**src/rtl/paa_pkg.sv**
```systemverilog
// Shared types and constants of the plane azimuth angle pipeline.
// No dependencies; every other file imports this package.
package paa_pkg;

	// scaled normal component width (magnitude held to 29 bits)
	localparam int NORM_BITS = 29;
	localparam int NRM_W     = NORM_BITS + 1;
	// pre-shifted photon component width
	localparam int G_W       = 29;
	// angle operands after the common scaling
	localparam int OPER_BITS = 30;
	localparam int OPR_W     = OPER_BITS + 1;
	// sum of squares and its root
	localparam int SQ_W      = 62;
	localparam int ROOT_W    = SQ_W / 2;
	// rotation unit data widths
	localparam int CRD_W     = 35;
	localparam int Z_W       = 34;
	localparam int CORDIC_STEPS = 30;
	localparam int PHI_W     = 17;

	localparam longint HALF_PI_Q30 = 64'sd1686629713;
	localparam longint PI_Q30      = 64'sd3373259426;

	// arctangent of 2^-i in Q30
	localparam logic [31:0] ATAN_Q30 [CORDIC_STEPS] = '{
		32'd843314856, 32'd497837829, 32'd263043836, 32'd133525158, 32'd67021686,
		32'd33543515,  32'd16775850,  32'd8388437,   32'd4194282,   32'd2097149,
		32'd1048575,   32'd524287,    32'd262143,    32'd131071,    32'd65535,
		32'd32767,     32'd16383,     32'd8191,      32'd4095,      32'd2047,
		32'd1023,      32'd511,       32'd255,       32'd127,       32'd63,
		32'd31,        32'd15,        32'd8,         32'd4,         32'd2
	};

	// control that travels with each request through the pipeline
	typedef struct packed {
		logic valid;
		logic zero;
		logic neg;
	} ctl_t;

endpackage

```
**src/rtl/paa_isqrt.sv**
```systemverilog
// Pipelined integer square root, one result bit per register stage.
// Depends on paa_pkg.
module paa_isqrt
	import paa_pkg::*;
(
	input  logic                    clk,
	input  logic                    arst_n,
	input  logic                    en,
	input  ctl_t                    ctl_i,
	input  logic        [SQ_W-1:0]  sum_i,
	input  logic signed [OPR_W-1:0] x_i,
	output ctl_t                    ctl_o,
	output logic        [ROOT_W-1:0] root_o,
	output logic signed [OPR_W-1:0] x_o
);

	localparam int RM_W = ROOT_W + 4;

	ctl_t                    ctl_s  [ROOT_W+1];
	logic        [SQ_W-1:0]  n_s    [ROOT_W+1];
	logic        [RM_W-1:0]  rem_s  [ROOT_W+1];
	logic        [ROOT_W-1:0] root_s [ROOT_W+1];
	logic signed [OPR_W-1:0] x_s    [ROOT_W+1];

	assign ctl_s[0]  = ctl_i;
	assign n_s[0]    = sum_i;
	assign rem_s[0]  = '0;
	assign root_s[0] = '0;
	assign x_s[0]    = x_i;

	for (genvar k = 0; k < ROOT_W; k++) begin : g_step
		logic [RM_W-1:0] acc, trial;

		// bring down the next bit pair and try the next root bit
		always_comb begin
			acc   = {rem_s[k][RM_W-3:0], n_s[k][SQ_W-1-2*k -: 2]};
			trial = RM_W'({root_s[k], 2'b01});
		end

		always_ff @(posedge clk or negedge arst_n) begin
			if (!arst_n) begin
				ctl_s[k+1] <= '0;
			end else if (en) begin
				ctl_s[k+1] <= ctl_s[k];
			end
		end

		always_ff @(posedge clk) begin
			if (en) begin
				n_s[k+1] <= n_s[k];
				x_s[k+1] <= x_s[k];
				if (acc >= trial) begin
					rem_s[k+1]  <= acc - trial;
					root_s[k+1] <= {root_s[k][ROOT_W-2:0], 1'b1};
				end else begin
					rem_s[k+1]  <= acc;
					root_s[k+1] <= {root_s[k][ROOT_W-2:0], 1'b0};
				end
			end
		end
	end

	assign ctl_o  = ctl_s[ROOT_W];
	assign root_o = root_s[ROOT_W];
	assign x_o    = x_s[ROOT_W];

endmodule

```
**config.mk**
```make
export PLATFORM = sky130hd
export DESIGN_NAME = paa_isqrt
export DESIGN_NICKNAME = d
export VERILOG_FILES = /design/src/rtl/paa_pkg.sv /design/src/rtl/paa_isqrt.sv
export SDC_FILE = /design/constraint.sdc
export NUM_CORES = 2
export LEC_CHECK = 0
export BUFFER_PORTS_ARGS = -buffer_cell sky130_fd_sc_hd__buf_2
export CAP_MARGIN = 20
export CORE_MARGIN = 2
export CORE_UTILIZATION = 55
export CTS_CLUSTER_DIAMETER = 100
export DETAILED_ROUTE_END_ITERATION = 12
export HOLD_SLACK_MARGIN = 0.15
export PLACE_DENSITY_LB_ADDON = 0.05
export SLEW_MARGIN = 20
export SYNTH_ARGS = -nofsm -noshare
export SYNTH_HDL_FRONTEND = slang
export SYNTH_SLANG_ARGS = --single-unit
```
**constraint.sdc**
```tcl
create_clock -name clk -period 9.35 [get_ports clk]
set_input_delay 1.87 -clock clk [delete_from_list [all_inputs] [get_ports clk]]
set_output_delay 1.87 -clock clk [all_outputs]
set_load 0.02 [all_outputs]
```
==> qor.yml <==
synth:
  synthTopCellsByCount: "edfxtp_1, inv_1, nand2_1"
  yosys.cell_types.count: 90
  synth-main-ff-cell: "edfxtp_1"
  synthTopCellsByArea: "edfxtp_1, ha_1, xor2_1, xnor2_1, a21oi_1"
  synth_most_common_cell: "edfxtp_1"
  ys_seq_area_share_pct: 71.3
  syn_nets: 10416
  ys_warn_count: 0
  syn_inst: 9786
  ys_ff_latch: 3408
  yosys.area.top_type: "edfxtp_1"
  avgSynthCellArea_um2: 14.6
  synth_edf_count: 3315
  syn_area_um2: 143000
  async_flop_share_pct: 2.73
  synthDominantCellAreaShare_pct: 69.7
final_layout:
  drive_gt1_share_pct: 9.54
  syn2layout_area_growth_pct: 11.4
  stdcell_count: 13830
  layout.nets: 10777
  final_area_um2: 159000
status:
  status: "finished, final reports clean"
sta:
  rsz0062_at_grt: "no"
  worst_clock_skew_ps: 80.3
  period_share_pct: 48.1
  tightest_slew_ps: 1170
  fin_crit_ps: 4500
  setup_slack_ps: 4850
  timing.fmax_ghz: 0.222
  slew_violations: 0
  tns_ps: 0
  relSlewSlack_pct: 21.2
  setup_viol: 0
  hold_viol: 0
  hold-worst-slack_ps: 392
floorplan:
  initial_core_util_pct: 55.1
  die_y_um: 514
  io-pin-count: 164
  core.rowCount: 187
  die-area_um2: 264000
  chipWidth_um: 514
  coreArea_um2: 259000
placement:
  place_inst: 13197
  place_ws_ps: 4800
  io_buffers: 163
  postPlaceCellArea_um2: 148000
  dpl.hpwl_mm: 176
  place_congestion: 0.936
detailed_routing:
  wl_per_cell_um: 18.7
  routed_wl_mm: 259
  vias_per_cell: 5.56
  dr.pass1.iters: 7
  drt-initial-drc-count: 6676
  ant_nets: 0
  remaining_drc_errors: 0
  num_vias: 76892
worst_setup_path:
  path_max_fanout: 51
  cp_data_required_time_ps: 9960
  start_kind: "flip-flop"
  crit_arrival_ps: 5110
  crit_type: "reg2reg"
  worst_setup_path_end_kind: "flip-flop"
clocking:
  post_cts_resized: 0
  numCtsBuffers: 349
  cts_tree: "yes"
  clk_pin_slew_ps: 60
  cts.path.max_buffers: 4
  clock-sinks: 3408
  clk_latency_ps: 940
  cts_root_buf: "clkbuf_16"
  cts_setup_buffers: 0
  hold_buffers: 0
  cts-htree-levels: 5
power:
  p_switching_mw: 10.4
  pwr_density_cell_nw_per_um2: 251
  sw_frac_of_total_pct: 26.0
  intPower_mw: 29.6
  power_leakage_nw: 59.5
  power_frac_comb_pct: 15.8
  seqPwrFrac_pct: 49.9
  power_frac_clock_pct: 34.3
  vdd_drop_max_uv: 200
global_routing:
  grt_pass1_wl_mm: 411
  antenna_found_initial: 4
  grt_start_max_net_pins: 223
  grt_pass1_vias: 75145
  track_usage_pct: 19.4
  grt_remaining_overflow: 0
hold_path:
  hp-class: "reg2reg"
flow_run:
  cap_violations: 0
power by group through the flow:
stage / Clock [mW] / Combinational (mW) / Sequential, mW
after floorplan: 0 / 4.69 / 19.8
after global placement: 0 / 6.14 / 20.3
after global routing: 14.7 / 7.06 / 20.2
final: 13.7 / 6.32 / 20.0
after detailed placement: 0 / 6.24 / 20.3
after CTS: 14.1 / 6.29 / 20.0
per-stage QoR:
stage / power [mW] / util, %
after detailed placement: 26.5 / 57.0
after floorplan: 24.5 / -
after CTS: 40.4 / 61.4
after global placement: 26.4 / 57.0
after global routing: 41.9 / 61.4
final: 40.0 / 61.4
registers in the layout, summed over array words and instances, names as in the netlist:
| register | cells |
|---|---|
| g_step.trial | 465 |
| x_s | 930 |
| root_o | 31 |
| g_step.acc | 988 |
| ctl_s | 90 |
| ctl_o | 3 |
| n_s | 870 |
| x_o | 31 |
placed cells by master (no fill, tap or decap), types with 34 or more instances in the layout:
cell type,instances
inv_1,682
xor2_1,404
nor4_1,109
nor2_1,566
or4_1,73
xnor2_1,349
clkbuf_16,353
buf_4,51
edfxtp_1,3315
o21ai_0,403
nand3_1,117
clkinv_1,78
clkinv_2,56
or3_1,99
dfrtp_1,93
a211oi_1,46
nand2_1,570
nand4_1,94
clkbuf_1,58
a31oi_1,53
a21oi_1,553
o31ai_1,59
and3_1,34
nand2b_1,88
o21a_1,95
nor2b_1,72
a21o_1,228
or2_2,48
nor3_1,240
mux2_2,168
o21bai_1,48
buf_2,161
ha_1,531
bufinv_16,38
final timing paths:
check	endpoint	slack, ps	startpoint	depth (start not counted)
setup / recovery	g_step[29].acc[18]$_DFFE_PP_	4850	g_step[28].acc[2]$_DFFE_PP_	10
hold / removal	n_s[1404]$_DFFE_PP_	390	n_s[1466]$_DFFE_PP_	0
setup reg to reg	g_step[29].acc[18]$_DFFE_PP_	4850	g_step[28].acc[2]$_DFFE_PP_	10
hold reg to reg	n_s[1404]$_DFFE_PP_	390	n_s[1466]$_DFFE_PP_	0
max in group asynchronous	ctl_s[31]$_DFFE_PN0P_	7620	arst_n	2
min in group asynchronous	ctl_s[29]$_DFFE_PN0P_	800	arst_n	1
critical path: stages (launching register included):
cell and delay, ps:
edfxtp_1 410, ha_1 390, o21ai_0 150, a2bb2oi_1 420
a2111oi_0 300, o41ai_1 790, a21oi_1 250, o221ai_1 390
a21o_1 200, buf_4 430, mux2_2 400
layer usage:
metal  track usage [%]  vias up  wire (um)
met2              30.0     1809     116000
met3              2.65      474      12300
li1                  -    37312          -
met1              28.7    37297     123000
met4              6.25        0       7550
met5                 0        -          0
layout make-up:
class | count | area (um2)
Timing Repair Buffer | 228 | 1510
Fill cell | 19347 | 99900
Clock inverter | 217 | 2330
Inverter | 688 | 2580
Multi-Input combinational cell | 5472 | 37500
Sequential cell | 3408 | 102000
Tap cell | 3402 | 4260
Clock buffer | 412 | 9060
Antenna cell | 3 | 7.51
kinds of logic (layout without fill, tap and decap cells):
group | Yosys count | in the layout | share of synthesized area [%]
flip-flops | 3408 | 3408 | 71.3
other | 1 | 4 | 0.00263
buffers and inverters | 906 | 1545 | 2.49
XOR/XNOR | 753 | 753 | 4.62
AO/OA/AOI/OAI | 1741 | 1741 | 7.57
adder cells (fa/ha/maj) | 531 | 531 | 4.65
AND/OR/NAND/NOR | 2254 | 2254 | 7.84
multiplexers | 192 | 192 | 1.50
Note: power is estimated with default switching activity, not from simulation.
